--- src/sv/lirc_pkg.sv ---
// Package of shared types and constants for the linear interpolation rate converter.
package lirc_pkg;

    // Configuration register indexes
    localparam int CFG_IDX_W = 2;
    localparam logic [CFG_IDX_W-1:0] CFG_INPUT_STEP  = 2'd0;
    localparam logic [CFG_IDX_W-1:0] CFG_OUTPUT_STEP = 2'd1;

    // Control flags of one command passed from the front end to the back end
    typedef struct packed {
        logic first;
        logic ovf;
    } t_cmd_ctl;

    typedef enum logic [1:0] {
        F_IDLE,
        F_MOD,
        F_PUSH
    } t_front_state;

    typedef enum logic [2:0] {
        B_IDLE,
        B_MUL,
        B_LOAD,
        B_DIV,
        B_EMIT
    } t_back_state;

endpackage

--- src/sv/lirc_if.sv ---
// Valid/ready stream interfaces for the input and output words of the rate converter.
interface lirc_in_if #(
    parameter int SAMPLE_WIDTH = 16
) ();
    logic                           valid;
    logic                           ready;
    logic signed [SAMPLE_WIDTH-1:0] sample_in;
    logic                           end_of_block;

    modport source (output valid, output sample_in, output end_of_block, input ready);
    modport sink   (input valid, input sample_in, input end_of_block, output ready);
endinterface

interface lirc_out_if #(
    parameter int SAMPLE_WIDTH = 16
) ();
    logic                           valid;
    logic                           ready;
    logic signed [SAMPLE_WIDTH-1:0] sample_out;
    logic                           last_of_run;
    logic                           overflow_flag;

    modport source (output valid, output sample_out, output last_of_run,
                    output overflow_flag, input ready);
    modport sink   (input valid, input sample_out, input last_of_run,
                    input overflow_flag, output ready);
endinterface

--- src/sv/lirc_div.sv ---
// Restoring divider giving one quotient bit per cycle.
module lirc_div #(
    parameter int NUM_W = 16,
    parameter int DEN_W = 16
) (
    input  logic             i_clk,
    input  logic             i_rst_n,
    input  logic             i_start,
    input  logic [NUM_W-1:0] i_num,
    input  logic [DEN_W-1:0] i_den,
    output logic             o_done,
    output logic [NUM_W-1:0] o_quot,
    output logic [DEN_W-1:0] o_rem
);

    localparam int CW = (NUM_W > 1) ? $clog2(NUM_W) : 1;

    logic             r_busy;
    logic             r_done;
    logic [CW-1:0]    r_cnt;
    logic [NUM_W-1:0] r_num;
    logic [DEN_W-1:0] r_rem;
    logic [DEN_W-1:0] r_den;

    logic [DEN_W:0]   w_trial;
    logic [DEN_W:0]   w_diff;
    logic             w_ge;

    always_comb begin
        w_trial = {r_rem, r_num[NUM_W-1]};
        w_diff  = w_trial - {1'b0, r_den};
        w_ge    = (w_trial >= {1'b0, r_den});
    end

    always_ff @(posedge i_clk) begin
        if (!i_rst_n) begin
            r_busy <= 1'b0;
            r_done <= 1'b0;
            r_cnt  <= '0;
        end else begin
            r_done <= 1'b0;
            if (i_start) begin
                r_busy <= 1'b1;
                r_cnt  <= '0;
            end else if (r_busy) begin
                r_cnt <= r_cnt + CW'(1);
                if (r_cnt == CW'(NUM_W - 1)) begin
                    r_busy <= 1'b0;
                    r_done <= 1'b1;
                end
            end
        end
    end

    always_ff @(posedge i_clk) begin
        if (i_start) begin
            r_num <= i_num;
            r_rem <= '0;
            r_den <= i_den;
        end else if (r_busy) begin
            r_num <= {r_num[NUM_W-2:0], w_ge};
            r_rem <= w_ge ? w_diff[DEN_W-1:0] : w_trial[DEN_W-1:0];
        end
    end

    assign o_done = r_done;
    assign o_quot = r_num;
    assign o_rem  = r_rem;

endmodule

--- src/sv/lirc_fifo.sv ---
// Small register queue carrying commands from the front end to the back end.
module lirc_fifo #(
    parameter int WIDTH = 8,
    parameter int DEPTH = 2
) (
    input  logic             i_clk,
    input  logic             i_rst_n,
    input  logic             i_push,
    input  logic [WIDTH-1:0] i_data,
    input  logic             i_pop,
    output logic [WIDTH-1:0] o_data,
    output logic             o_full,
    output logic             o_empty
);

    localparam int PTRW = (DEPTH > 1) ? $clog2(DEPTH) : 1;
    localparam int CNTW = $clog2(DEPTH + 1);

    logic [WIDTH-1:0] r_mem [DEPTH];
    logic [PTRW-1:0]  r_wr;
    logic [PTRW-1:0]  r_rd;
    logic [CNTW-1:0]  r_cnt;

    always_ff @(posedge i_clk) begin
        if (!i_rst_n) begin
            r_wr  <= '0;
            r_rd  <= '0;
            r_cnt <= '0;
        end else begin
            if (i_push) begin
                r_wr <= (r_wr == PTRW'(DEPTH - 1)) ? '0 : r_wr + PTRW'(1);
            end
            if (i_pop) begin
                r_rd <= (r_rd == PTRW'(DEPTH - 1)) ? '0 : r_rd + PTRW'(1);
            end
            if (i_push && !i_pop) begin
                r_cnt <= r_cnt + CNTW'(1);
            end else if (i_pop && !i_push) begin
                r_cnt <= r_cnt - CNTW'(1);
            end
        end
    end

    always_ff @(posedge i_clk) begin
        if (i_push) begin
            r_mem[r_wr] <= i_data;
        end
    end

    assign o_data  = r_mem[r_rd];
    assign o_full  = (r_cnt == CNTW'(DEPTH));
    assign o_empty = (r_cnt == '0);

endmodule

--- src/sv/lirc_front.sv ---
// Front end: takes input words, tracks block and phase state, queues interpolation commands.
module lirc_front import lirc_pkg::*; #(
    parameter int SAMPLE_WIDTH = 16,
    parameter int STEP_WIDTH   = 16,
    parameter int MAX_OUTPUTS  = 8,
    localparam int CMD_W = $bits(t_cmd_ctl) + 2 * SAMPLE_WIDTH + 3 * STEP_WIDTH
) (
    input  logic                  i_clk,
    input  logic                  i_rst_n,
    input  logic [STEP_WIDTH-1:0] i_input_step,
    input  logic [STEP_WIDTH-1:0] i_output_step,
    lirc_in_if.sink               i_in,
    output logic                  o_push,
    output logic [CMD_W-1:0]      o_cmd,
    input  logic                  i_full
);

    localparam int SW = SAMPLE_WIDTH;
    localparam int TW = STEP_WIDTH;
    localparam int PW = TW + 1;
    localparam int OW = PW + $clog2(MAX_OUTPUTS + 1) + 1;

    t_front_state     r_state;
    t_front_state     n_state;
    logic             r_awaiting;
    logic [SW-1:0]    r_prev;
    logic [PW-1:0]    r_phase;

    t_cmd_ctl         r_ctl;
    logic [SW-1:0]    r_cmd_prev;
    logic [SW-1:0]    r_cmd_cur;
    logic [TW-1:0]    r_cmd_phase;
    logic [TW-1:0]    r_cmd_istep;
    logic [TW-1:0]    r_cmd_ostep;

    logic [TW-1:0]    w_istep;
    logic [TW-1:0]    w_ostep;
    logic [OW-1:0]    w_ovf_sum;
    logic             w_ready;
    logic             w_accept;
    logic             w_skip;
    logic             w_div_start;
    logic             w_div_done;
    logic [TW-1:0]    w_div_rem;

    always_comb begin
        w_istep   = (i_input_step == '0) ? TW'(1) : i_input_step;
        w_ostep   = (i_output_step == '0) ? TW'(1) : i_output_step;
        w_accept  = i_in.valid && w_ready;
        w_skip    = !r_awaiting && (r_phase >= {1'b0, w_istep});
        w_ovf_sum = OW'(r_phase) + OW'(MAX_OUTPUTS) * OW'(w_ostep);
    end

    // Next state
    always_comb begin
        n_state = r_state;
        unique case (r_state)
            F_IDLE: begin
                if (w_accept) begin
                    if (r_awaiting) begin
                        n_state = F_PUSH;
                    end else if (!w_skip) begin
                        n_state = F_MOD;
                    end
                end
            end
            F_MOD: begin
                if (w_div_done) begin
                    n_state = F_PUSH;
                end
            end
            F_PUSH: begin
                if (!i_full) begin
                    n_state = F_IDLE;
                end
            end
            default: n_state = F_IDLE;
        endcase
    end

    // Outputs
    always_comb begin
        w_ready     = (r_state == F_IDLE) && i_rst_n;
        o_push      = (r_state == F_PUSH) && !i_full;
        w_div_start = w_accept && !r_awaiting && !w_skip;
    end

    assign i_in.ready = w_ready;

    always_ff @(posedge i_clk) begin
        if (!i_rst_n) begin
            r_state    <= F_IDLE;
            r_awaiting <= 1'b1;
            r_phase    <= '0;
            r_prev     <= '0;
        end else begin
            r_state <= n_state;
            if (w_accept) begin
                r_prev     <= i_in.sample_in;
                r_awaiting <= i_in.end_of_block;
                if (r_awaiting) begin
                    r_phase <= PW'(w_ostep);
                end else if (w_skip) begin
                    r_phase <= r_phase - PW'(w_istep);
                end
            end
            // The next output lands (ostep - rem) mod ostep past the current sample
            if ((r_state == F_MOD) && w_div_done) begin
                r_phase <= (w_div_rem == '0) ? '0 : PW'(r_cmd_ostep - w_div_rem);
            end
        end
    end

    always_ff @(posedge i_clk) begin
        if (w_accept) begin
            r_ctl.first <= r_awaiting;
            r_ctl.ovf   <= !r_awaiting && (w_ovf_sum < OW'(w_istep));
            r_cmd_prev  <= r_prev;
            r_cmd_cur   <= i_in.sample_in;
            r_cmd_phase <= r_phase[TW-1:0];
            r_cmd_istep <= w_istep;
            r_cmd_ostep <= w_ostep;
        end
    end

    lirc_div #(
        .NUM_W (TW),
        .DEN_W (TW)
    ) u_mod (
        .i_clk   (i_clk),
        .i_rst_n (i_rst_n),
        .i_start (w_div_start),
        .i_num   (w_istep - r_phase[TW-1:0]),
        .i_den   (w_ostep),
        .o_done  (w_div_done),
        .o_quot  (),
        .o_rem   (w_div_rem)
    );

    assign o_cmd = {r_ctl, r_cmd_prev, r_cmd_cur, r_cmd_phase, r_cmd_istep, r_cmd_ostep};

    a_mod_done_in_mod: assert property (@(posedge i_clk) disable iff (!i_rst_n)
        w_div_done |-> (r_state == F_MOD))
        else $error("phase divider finished outside the modulo state");

    a_interp_starts_mod: assert property (@(posedge i_clk) disable iff (!i_rst_n)
        (w_accept && !r_awaiting && !w_skip) |=> (r_state == F_MOD))
        else $error("interpolating word did not start the phase update");

    a_first_queued: assert property (@(posedge i_clk) disable iff (!i_rst_n)
        (w_accept && r_awaiting) |=> ((r_state == F_PUSH) && r_ctl.first))
        else $error("first word of a block not queued as pass-through");

    a_phase_range: assert property (@(posedge i_clk) disable iff (!i_rst_n)
        !r_phase[TW])
        else $error("stored phase exceeds the step range");

endmodule

--- src/sv/lirc_back.sv ---
// Back end: works through queued commands and produces interpolated output words.
module lirc_back import lirc_pkg::*; #(
    parameter int SAMPLE_WIDTH = 16,
    parameter int STEP_WIDTH   = 16,
    parameter int MAX_OUTPUTS  = 8,
    localparam int CMD_W = $bits(t_cmd_ctl) + 2 * SAMPLE_WIDTH + 3 * STEP_WIDTH
) (
    input  logic             i_clk,
    input  logic             i_rst_n,
    input  logic [CMD_W-1:0] i_cmd,
    input  logic             i_empty,
    output logic             o_pop,
    lirc_out_if.source       o_out
);

    localparam int SW  = SAMPLE_WIDTH;
    localparam int TW  = STEP_WIDTH;
    localparam int PRW = SW + 1 + TW;
    localparam int KW  = (MAX_OUTPUTS > 1) ? $clog2(MAX_OUTPUTS) : 1;

    t_back_state      r_state;
    t_back_state      n_state;

    t_cmd_ctl         w_ctl;
    logic [SW-1:0]    w_c_prev;
    logic [SW-1:0]    w_c_cur;
    logic [TW-1:0]    w_c_phase;
    logic [TW-1:0]    w_c_istep;
    logic [TW-1:0]    w_c_ostep;

    logic [SW:0]      w_diff;
    logic [SW:0]      w_mag;
    logic [TW:0]      w_next_p;
    logic [SW:0]      w_base;
    logic [SW:0]      w_res;
    logic             w_div_start;
    logic             w_div_done;
    logic [PRW-1:0]   w_quot;

    logic [SW-1:0]    r_prev;
    logic             r_neg;
    logic [SW:0]      r_mag;
    logic [TW-1:0]    r_p;
    logic [TW-1:0]    r_istep;
    logic [TW-1:0]    r_ostep;
    logic [KW-1:0]    r_k;
    logic [PRW-1:0]   r_prod;
    logic [SW-1:0]    r_out_sample;
    logic             r_last;
    logic             r_ovf;

    assign {w_ctl, w_c_prev, w_c_cur, w_c_phase, w_c_istep, w_c_ostep} = i_cmd;

    always_comb begin
        w_diff   = {w_c_cur[SW-1], w_c_cur} - {w_c_prev[SW-1], w_c_prev};
        w_mag    = w_diff[SW] ? (~w_diff + (SW+1)'(1)) : w_diff;
        w_next_p = {1'b0, r_p} + {1'b0, r_ostep};
        w_base   = {r_prev[SW-1], r_prev};
        w_res    = r_neg ? (w_base - w_quot[SW:0]) : (w_base + w_quot[SW:0]);
    end

    // Next state
    always_comb begin
        n_state = r_state;
        unique case (r_state)
            B_IDLE: begin
                if (!i_empty) begin
                    n_state = w_ctl.first ? B_EMIT : B_MUL;
                end
            end
            B_MUL:  n_state = B_LOAD;
            B_LOAD: n_state = B_DIV;
            B_DIV: begin
                if (w_div_done) begin
                    n_state = B_EMIT;
                end
            end
            B_EMIT: begin
                if (o_out.ready) begin
                    n_state = r_last ? B_IDLE : B_MUL;
                end
            end
            default: n_state = B_IDLE;
        endcase
    end

    // Outputs
    always_comb begin
        o_pop       = (r_state == B_IDLE) && !i_empty;
        w_div_start = (r_state == B_LOAD);
        o_out.valid = (r_state == B_EMIT);
    end

    always_ff @(posedge i_clk) begin
        if (!i_rst_n) begin
            r_state <= B_IDLE;
        end else begin
            r_state <= n_state;
        end
    end

    always_ff @(posedge i_clk) begin
        if (o_pop) begin
            r_prev  <= w_c_prev;
            r_neg   <= w_diff[SW];
            r_mag   <= w_mag;
            r_p     <= w_c_phase;
            r_istep <= w_c_istep;
            r_ostep <= w_c_ostep;
            r_k     <= '0;
            if (w_ctl.first) begin
                r_out_sample <= w_c_cur;
                r_last       <= 1'b1;
                r_ovf        <= 1'b0;
            end else begin
                r_ovf <= w_ctl.ovf;
            end
        end
        if (r_state == B_MUL) begin
            r_prod <= r_mag * r_p;
            r_last <= (w_next_p >= {1'b0, r_istep}) || (r_k == KW'(MAX_OUTPUTS - 1));
        end
        if ((r_state == B_DIV) && w_div_done) begin
            r_out_sample <= w_res[SW-1:0];
        end
        if ((r_state == B_EMIT) && o_out.ready && !r_last) begin
            r_p <= w_next_p[TW-1:0];
            r_k <= r_k + KW'(1);
        end
    end

    lirc_div #(
        .NUM_W (PRW),
        .DEN_W (TW)
    ) u_div (
        .i_clk   (i_clk),
        .i_rst_n (i_rst_n),
        .i_start (w_div_start),
        .i_num   (r_prod),
        .i_den   (r_istep),
        .o_done  (w_div_done),
        .o_quot  (w_quot),
        .o_rem   ()
    );

    assign o_out.sample_out    = r_out_sample;
    assign o_out.last_of_run   = r_last;
    assign o_out.overflow_flag = r_ovf;

    a_div_done_in_div: assert property (@(posedge i_clk) disable iff (!i_rst_n)
        w_div_done |-> (r_state == B_DIV))
        else $error("interpolation divider finished outside the divide state");

    a_count_bound: assert property (@(posedge i_clk) disable iff (!i_rst_n)
        (r_state == B_EMIT) |-> (r_k <= KW'(MAX_OUTPUTS - 1)))
        else $error("output count ran past the per-input maximum");

    a_last_ends_run: assert property (@(posedge i_clk) disable iff (!i_rst_n)
        ((r_state == B_EMIT) && o_out.ready && r_last) |=> (r_state == B_IDLE))
        else $error("run continued after its last word");

endmodule

--- src/sv/linear_interp_rate_converter.sv ---
// Top level of the linear interpolation sample-rate converter.
// Flow: a first sample of a block passes the front end's push state and the command queue
// and is offered from the back end's emit state; each interpolated word goes through the
// back end's multiply, load, divide and emit states, the divide paced by the one-bit-per-cycle
// divider. The front end takes an input word every cycle when no output is due and the word
// does not open a block, and takes no input during the phase update of a word that needs one.
// Reset is synchronous and active low: steps return to one, the next sample starts a block.
module linear_interp_rate_converter import lirc_pkg::*; #(
    parameter int SAMPLE_WIDTH = 16,
    parameter int STEP_WIDTH   = 16,
    parameter int MAX_OUTPUTS  = 8
) (
    input  logic                  i_clk,
    input  logic                  i_rst_n,
    input  logic                  i_cfg_we,
    input  logic [CFG_IDX_W-1:0]  i_cfg_idx,
    input  logic [STEP_WIDTH-1:0] i_cfg_data,
    lirc_in_if.sink               i_in,
    lirc_out_if.source            o_out
);

    // The command word carries the control flags, both samples, the starting phase
    // and the two steps as they stood when the input word was taken.
    localparam int CMD_W     = $bits(t_cmd_ctl) + 2 * SAMPLE_WIDTH + 3 * STEP_WIDTH;
    localparam int CMD_DEPTH = 2;

    logic [STEP_WIDTH-1:0] r_input_step;
    logic [STEP_WIDTH-1:0] r_output_step;

    logic             w_push;
    logic             w_pop;
    logic             w_full;
    logic             w_empty;
    logic [CMD_W-1:0] w_cmd_in;
    logic [CMD_W-1:0] w_cmd_out;

    // Configuration registers. Writes to an index beyond the register list are dropped.
    // A step of zero is treated as one further down, so the registers hold the raw value.
    always_ff @(posedge i_clk) begin
        if (!i_rst_n) begin
            r_input_step  <= STEP_WIDTH'(1);
            r_output_step <= STEP_WIDTH'(1);
        end else if (i_cfg_we) begin
            unique case (i_cfg_idx)
                CFG_INPUT_STEP:  r_input_step  <= i_cfg_data;
                CFG_OUTPUT_STEP: r_output_step <= i_cfg_data;
                default: ;
            endcase
        end
    end

    // The front end keeps the block state and phase; it hands one command per
    // producing input word to the back end through a short queue, so it can take
    // further input words while the back end is still interpolating.
    lirc_front #(
        .SAMPLE_WIDTH (SAMPLE_WIDTH),
        .STEP_WIDTH   (STEP_WIDTH),
        .MAX_OUTPUTS  (MAX_OUTPUTS)
    ) u_front (
        .i_clk         (i_clk),
        .i_rst_n       (i_rst_n),
        .i_input_step  (r_input_step),
        .i_output_step (r_output_step),
        .i_in          (i_in),
        .o_push        (w_push),
        .o_cmd         (w_cmd_in),
        .i_full        (w_full)
    );

    lirc_fifo #(
        .WIDTH (CMD_W),
        .DEPTH (CMD_DEPTH)
    ) u_fifo (
        .i_clk   (i_clk),
        .i_rst_n (i_rst_n),
        .i_push  (w_push),
        .i_data  (w_cmd_in),
        .i_pop   (w_pop),
        .o_data  (w_cmd_out),
        .o_full  (w_full),
        .o_empty (w_empty)
    );

    // The back end walks the output grid across the span of one command, forming
    // prev + sign(d) * floor(|d| * phase / input_step) for each due output. The
    // result sits in an output register until the downstream side takes it.
    lirc_back #(
        .SAMPLE_WIDTH (SAMPLE_WIDTH),
        .STEP_WIDTH   (STEP_WIDTH),
        .MAX_OUTPUTS  (MAX_OUTPUTS)
    ) u_back (
        .i_clk   (i_clk),
        .i_rst_n (i_rst_n),
        .i_cmd   (w_cmd_out),
        .i_empty (w_empty),
        .o_pop   (w_pop),
        .o_out   (o_out)
    );

endmodule

--- src/flat_wrapper.sv ---
// flat-port wrapper written by rule: the top's interface ports become plain ports
module linear_interp_rate_converter_flat import lirc_pkg::*;
#(
    parameter int SAMPLE_WIDTH = 16,
    parameter int STEP_WIDTH   = 16,
    parameter int MAX_OUTPUTS  = 8
)
  (i_clk, i_rst_n, i_cfg_we, i_cfg_idx, i_cfg_data, i_in_valid, i_in_sample_in, i_in_end_of_block, i_in_ready, o_out_valid, o_out_sample_out, o_out_last_of_run, o_out_overflow_flag, o_out_ready);
  lirc_in_if #(.SAMPLE_WIDTH(SAMPLE_WIDTH)) i_in_i ();
  lirc_out_if #(.SAMPLE_WIDTH(SAMPLE_WIDTH)) o_out_i ();
  input  logic i_clk;
  input  logic i_rst_n;
  input  logic i_cfg_we;
  input  logic [CFG_IDX_W-1:0] i_cfg_idx;
  input  logic [STEP_WIDTH-1:0] i_cfg_data;
  input wire logic [$bits(i_in_i.valid)-1:0] i_in_valid;
  input wire logic [$bits(i_in_i.sample_in)-1:0] i_in_sample_in;
  input wire logic [$bits(i_in_i.end_of_block)-1:0] i_in_end_of_block;
  output wire logic [$bits(i_in_i.ready)-1:0] i_in_ready;
  output wire logic [$bits(o_out_i.valid)-1:0] o_out_valid;
  output wire logic [$bits(o_out_i.sample_out)-1:0] o_out_sample_out;
  output wire logic [$bits(o_out_i.last_of_run)-1:0] o_out_last_of_run;
  output wire logic [$bits(o_out_i.overflow_flag)-1:0] o_out_overflow_flag;
  input wire logic [$bits(o_out_i.ready)-1:0] o_out_ready;
  assign i_in_i.valid = i_in_valid;
  assign i_in_i.sample_in = i_in_sample_in;
  assign i_in_i.end_of_block = i_in_end_of_block;
  assign i_in_ready = i_in_i.ready;
  assign o_out_valid = o_out_i.valid;
  assign o_out_sample_out = o_out_i.sample_out;
  assign o_out_last_of_run = o_out_i.last_of_run;
  assign o_out_overflow_flag = o_out_i.overflow_flag;
  assign o_out_i.ready = o_out_ready;
  linear_interp_rate_converter #(.SAMPLE_WIDTH(SAMPLE_WIDTH), .STEP_WIDTH(STEP_WIDTH), .MAX_OUTPUTS(MAX_OUTPUTS)) u_core (.i_clk(i_clk), .i_rst_n(i_rst_n), .i_cfg_we(i_cfg_we), .i_cfg_idx(i_cfg_idx), .i_cfg_data(i_cfg_data), .i_in(i_in_i), .o_out(o_out_i));
endmodule
--- config.mk ---
export PLATFORM = sky130hd
export DESIGN_NAME = linear_interp_rate_converter_flat
export DESIGN_NICKNAME = d
export VERILOG_FILES = /design/src/sv/lirc_pkg.sv /design/src/sv/lirc_if.sv /design/src/sv/lirc_div.sv /design/src/sv/lirc_fifo.sv /design/src/sv/lirc_front.sv /design/src/sv/lirc_back.sv /design/src/sv/linear_interp_rate_converter.sv /design/src/flat_wrapper.sv
export SDC_FILE = /design/constraint.sdc
export NUM_CORES = 2
export LEC_CHECK = 0
export ABC_AREA = 1
export BUFFER_PORTS_ARGS = -buffer_cell sky130_fd_sc_hd__buf_2
export CAP_MARGIN = 25
export CELL_PAD_IN_SITES_DETAIL_PLACEMENT = 1
export CELL_PAD_IN_SITES_GLOBAL_PLACEMENT = 1
export CORE_UTILIZATION = 40
export CTS_BUF_LIST = sky130_fd_sc_hd__clkbuf_4 sky130_fd_sc_hd__clkbuf_8 sky130_fd_sc_hd__clkbuf_16
export CTS_CLUSTER_SIZE = 20
export DETAILED_ROUTE_END_ITERATION = 8
export PLACE_DENSITY_LB_ADDON = 0.15
export SETUP_SLACK_MARGIN = 0.05
export SKIP_CTS_REPAIR_TIMING = 1
export SYNTH_ARGS = -nofsm -noshare
export SYNTH_HDL_FRONTEND = slang
export SYNTH_HIERARCHICAL = 1
export SYNTH_SLANG_ARGS = --single-unit
--- constraint.sdc ---
create_clock -name i_clk -period 13.4 [get_ports i_clk]
set_input_delay 0.67 -clock i_clk [delete_from_list [all_inputs] [get_ports i_clk]]
set_output_delay 0.67 -clock i_clk [all_outputs]
set_load 0.005 [all_outputs]
==> Word-level counts from Yosys, hierarchy flattened <==
Memories as Yosys holds them, arrays and structs flattened. A register that Yosys moved wholly into a read port is not among the register bits.
Index checks and enable logic that the tools add are counted.
{ "op_classes": {"n_mul": 1, "n_addsub": 18, "magnitude_cmp": 5, "n_reduce_logical": 50, "bitwise_logic": 4, "n_mux": 53, "n_eq_ne": 18} }
{ "ops": {"columns": ["operator", "count"], "rows": [
  ["16-bit two-way mux", 13],
  ["17-bit two-way mux", 5],
  ["17-bit by 16-bit >= comparator with 1-bit output", 4],
  ["33-bit two-way mux", 2],
  ["16-bit subtractor", 4],
  ["16-bit logical NOT", 3],
  ["16-bit by 16-bit subtractor with 17-bit output", 2],
  ["17-bit by 16-bit multiplier with 33-bit output", 1],
  ["17-bit by 19-bit adder with 20-bit output", 1],
  ["20-bit by 16-bit less-than comparator with 1-bit output", 1],
  ["1-bit two-way mux", 18],
  ["3-bit two-way mux", 6],
  ["2-bit nonzero test", 9],
  ["16-bit by 16-bit adder with 17-bit output", 1],
  ["17-bit by 1-bit adder with 17-bit output, second input constant", 1],
  ["17-bit inverter", 1],
  ["17-bit by 16-bit subtractor with 17-bit output", 1],
  ["16-bit adder", 1],
  ["3-bit one-hot mux with 5 select lines", 1],
  ["1-bit logical AND", 14],
  ["2-bit two-way mux", 7],
  ["2-bit AND reduction", 5],
  ["1-bit logical NOT", 7],
  ["6-bit by 1-bit adder with 6-bit output, second input constant", 1],
  ["25 further kinds", 40]
]} }
{ "totals": {"memories": 1, "word_cells": 191, "register_bits": 420, "out_inout_bits": 20, "mem_bits_rw": 164, "input_bits": 40} }
{ "memory_table": {"columns": ["name", "depth", "width", "read_ports", "rd_ports_with_merged_regs", "write_ports", "line_no", "text"], "rows": [
  ["u_core.u_fifo.r_mem", 2, 82, 1, 1, 1, "lirc_fifo.sv:19", "logic [WIDTH-1:0] r_mem [DEPTH];"]
]} }

==> Depth between registers and ports, before layout <==
{ "logic_depth": {"word_depth": 8, "ltp_mapped": 27} }

==> Hierarchy <==
The synthesis kept the hierarchy.
{ "modules_own_cells": {"columns": ["mod", "area_each_um2", "instances", "cells_each", "seq_area_each_um2"], "rows": [
  ["lirc_back", 18018.5, 1, 2247, 4144.0],
  ["lirc_front", 8269.2, 1, 1107, 3183.1],
  ["lirc_fifo", 6547.5, 1, 290, 5024.8],
  ["lirc_div at u_core.u_back.u_div", 4140.2, 1, 539, 1951.9],
  ["lirc_div at u_core.u_front.u_mod", 3313.2, 1, 437, 1401.3],
  ["linear_interp_rate_converter", 1377.6, 1, 205, 640.6]
]} }

==> Least setup slack after synthesis <==
Ideal clock, no wire load.
{ "synth_timing": {"kind": "register -> register", "from": "register u_core.u_back.r_p[9]", "to": "register u_core.u_back.r_prod[29], data pin", "path_slack_ns": 7.724, "period_less_slack_ns": 5.676, "setup_time_ns": 0.260, "t_arrival_ns": 5.416, "path_stages_with_launch": 24, "cell_sequence": "edfxtp_1 > clkbuf_1 > clkbuf_1 > nand2_1 > fa_1 > inv_1 > fa_1 > inv_1 > fa_1 > inv_1 > fa_1 > fa_1 > inv_1 > fa_1 > inv_1 > ha_1 > a21o_1 > a21oi_1 > nor2_1 > nor2_1 > o21ai_0 > nor2_1 > nand2_1 > xor2_1"} }
{ "synth_via": {"elab_chain_len": 1} }
{ "synth_lines": {"columns": ["element", "line_no", "text"], "rows": [
  ["start: declaration", "lirc_back.sv:43", "logic [TW-1:0] r_p;"],
  ["start signal: assignment", "lirc_back.sv:107", "r_p <= w_c_phase;"],
  ["start signal: assignment", "lirc_back.sv:127", "r_p <= w_next_p[TW-1:0];"],
  ["17-bit by 16-bit multiplier with 33-bit output", "lirc_back.sv:120", "r_prod <= r_mag * r_p;"],
  ["end signal: assignment", "lirc_back.sv:120", null],
  ["end: declaration", "lirc_back.sv:47", "logic [PRW-1:0] r_prod;"]
]} }
No other way between the ends.
A chain may end at the register's enable or synchronous reset.

==> Worst setup path in the final report <==
{ "layout_timing": {"from": "register u_core.u_back.r_p[3]", "to": "register u_core.u_back.r_prod[22], data pin"} }
Same word-level chain as after synthesis.

==> results.py <==
metrics = {
    "outcome": {
        "outcome": "finished, final reports clean",
    },
    "timing": {
        "worstMarginPinSlew_ps": 1030,
        "grt_setup_unrepaired": "no",
        "setup_tns_ps": 0,
        "drv_slew": 0,
        "hold_violations": 0,
        "fin_skew_ps": 46.0,
        "setup_viol": 0,
        "finalCritPeriodShare_pct": 48.3,
        "clock.fmax_mhz": 155,
        "finalCriticalPeriod_ps": 6470,
        "relSlewSlack_pct": 31.1,
        "holdWs_ps": 221,
    },
    "global_routing": {
        "grt_max_degree": 64,
        "grt_pass1_wl_microns": 194000,
        "antenna_found_initial": 2,
        "grt_pass1_vias": 32900,
        "grt_overflow": 0,
        "grt_use_total_pct": 23.8,
    },
    "setup_path": {
        "arrival_ps": 6850,
        "path_class": "flop to flop",
        "start_kind": "flop",
        "worstSetupEndpointType": "flop",
        "cp_max_fo": 18,
        "crit_required_ps": 13780,
    },
    "floorplanning": {
        "initial_core_util_pct": 40.3,
        "die_x_microns": 325,
        "die_h_microns": 325,
        "boundaryPins": 60,
        "num_rows": 118,
        "core_sq_mm": 0.103,
        "die-area_sq_mm": 0.105,
    },
    "cts": {
        "cts_root_buffer": "clkbuf_16",
        "cts_tree": "yes",
        "cts_buffer_depth": 3,
        "cts_buffers": 72,
        "clk_latency_ps": 670,
        "htree_levels": 3,
        "cts.sinks": 585,
        "clk_pin_slew_ps": 60,
    },
    "routing": {
        "wl_microns": 125000,
        "dr.pass1.iters": 8,
        "drt_iter0_drc": 1452,
        "num_vias": 31100,
        "avgRoutedWirePerCell_microns": 20.0,
        "remaining_drc_errors": 0,
        "antenna_left": 0,
        "post_drt_via_cell_ratio": 4.98,
    },
    "placed_design": {
        "gp_congestion": 0.918,
        "portBuffers": 59,
        "post-dp-hpwl_microns": 97200,
        "dp_cells": 6122,
    },
    "cells_and_area": {
        "fin_nets": 5355,
        "drive_above_1_share_pct": 8.31,
        "multi_input_area_sq_mm": 0.0210,
        "area_growth_pct": 9.47,
        "finalCoreUtilization_pct": 44.1,
        "fill_cells": 12200,
        "register_area_sq_mm": 0.0163,
        "fin_cells": 6254,
    },
    "yosys": {
        "avgSynthCellArea_sq_um": 8.64,
        "synth.top_cell.area_share_pct": 33.4,
        "yosysMostFrequentCell": "nand2_1",
        "synth_top_area_cell": "edfxtp_1",
        "synthArstFlopShare_pct": 0,
        "synth_top_cells_by_count": "nand2_1 (1331), inv_1 (909), edfxtp_1 (463)",
        "syn-num-nets": 5364,
        "synth_sequential_area_ratio_pct": 39.2,
        "synth.area.top_cells": "edfxtp_1 (33%), nand2_1 (12%), fa_1 (10%)",
        "synth-seq-cells": 585,
        "ys.flop_type": "edfxtp_1",
        "syn_area_sq_mm": 0.0417,
        "synthCells": 4825,
        "ys_warn_count": 6,
        "synthDistinctLibCells": 60,
        "synth_edf_count": 463,
    },
    "min_path": {
        "hold_path_class": "input pin to flop",
    },
    "job": {
        "max_cap_violations": 0,
    },
}
-- final cells by class --
| type | instances | share of cell area (%) |
|---|---|---|
| Sequential cell | 585 | 35.8 |
| Clock inverter | 33 | 1.12 |
| Inverter | 926 | 7.64 |
| Multi-Input combinational cell | 3146 | 46.0 |
| Tap cell | 1380 | 3.79 |
| Clock buffer | 98 | 4.47 |
| Antenna cell | 1 | 0.00549 |
| Timing Repair Buffer | 85 | 1.16 |
-- logic make-up (layout without fill, tap and decap cells) --
logic type	Yosys count	in the layout	synth area share, %
fa+ha+maj	499	499	18.9
buf+inv	1094	1142	10.5
xor+xnor	119	119	2.54
other cells	0	1	0
compound gates	366	366	4.84
mux	82	82	2.94
flops	585	585	39.2
simple gates	2080	2080	21.0
-- per-stage QoR --
step / setup slack, ps / instance area [sq um]
2_1_floorplan: 7720 / 41700
3_3_place_gp: 7060 / 43000
3_5_place_dp: 7010 / 43100
4_1_cts: 6890 / 45600
5_1_grt: 6570 / 45600
6_report: 6930 / 45600
-- metal layers --
layer	vias to the layer above	global-route usage, %	part of all wire [%]
li1	15100	-	-
met4	2	7.95	3.3
met1	15400	30.3	44
met3	162	2.66	3.2
met5	-	0	0.010
met2	465	41.9	49
-- critical path: stages (launching register included) --
cell	delay, ps
edfxtp_1	990
nand2_1	180
fa_1	590
fa_1	430
fa_1	520
inv_1	50
fa_1	460
fa_1	540
inv_1	50
fa_1	530
inv_1	50
ha_1	390
a21oi_1	350
a21boi_0	400
inv_1	80
a21oi_1	270
o21ai_0	160
nand2_1	80
nand2_1	50
-- final timing paths --
path | to | slack, ps | depth (start not counted) | from
hold / removal | u_core/u_front/r_cmd_cur[6] | 220 | 1 | i_in_sample_in[6]
setup reg to reg | u_core/u_back/r_prod[22] | 6930 | 18 | u_core/u_back/r_p[3]
setup / recovery | u_core/u_back/r_prod[22] | 6930 | 18 | u_core/u_back/r_p[3]
hold reg to reg | u_core/u_fifo/r_mem[1][81] | 430 | 0 | u_core/u_front/o_cmd[81]
-- sequential cells by signal, summed over array words and instances (netlist names), 17 cells and up, named ones only --
| name | count |
|---|---|
| u_core/u_back/r_mag | 17 |
| u_core/u_back/u_div/o_quot | 33 |
| u_core/u_fifo/r_mem | 164 |
| u_core/u_back/r_prod | 33 |
| u_core/u_front/r_phase | 17 |
-- cells in the final DEF, fill, tap and decap left out, drive strengths merged, types with 37 or more instances in the layout --
cell / n
xnor2: 43
mux2: 82
o21ai: 112
ha: 282
nor2: 323
buf: 85
a21oi: 186
nand2: 1379
nor3: 41
xor2: 76
fa: 217
nand4: 37
edfxtp: 463
nand3: 261
clkbuf: 98
dfxtp: 122
inv: 925
Power is not shown: default switching activity piles up to over one toggle a cycle in this logic, so the estimate is an artifact.
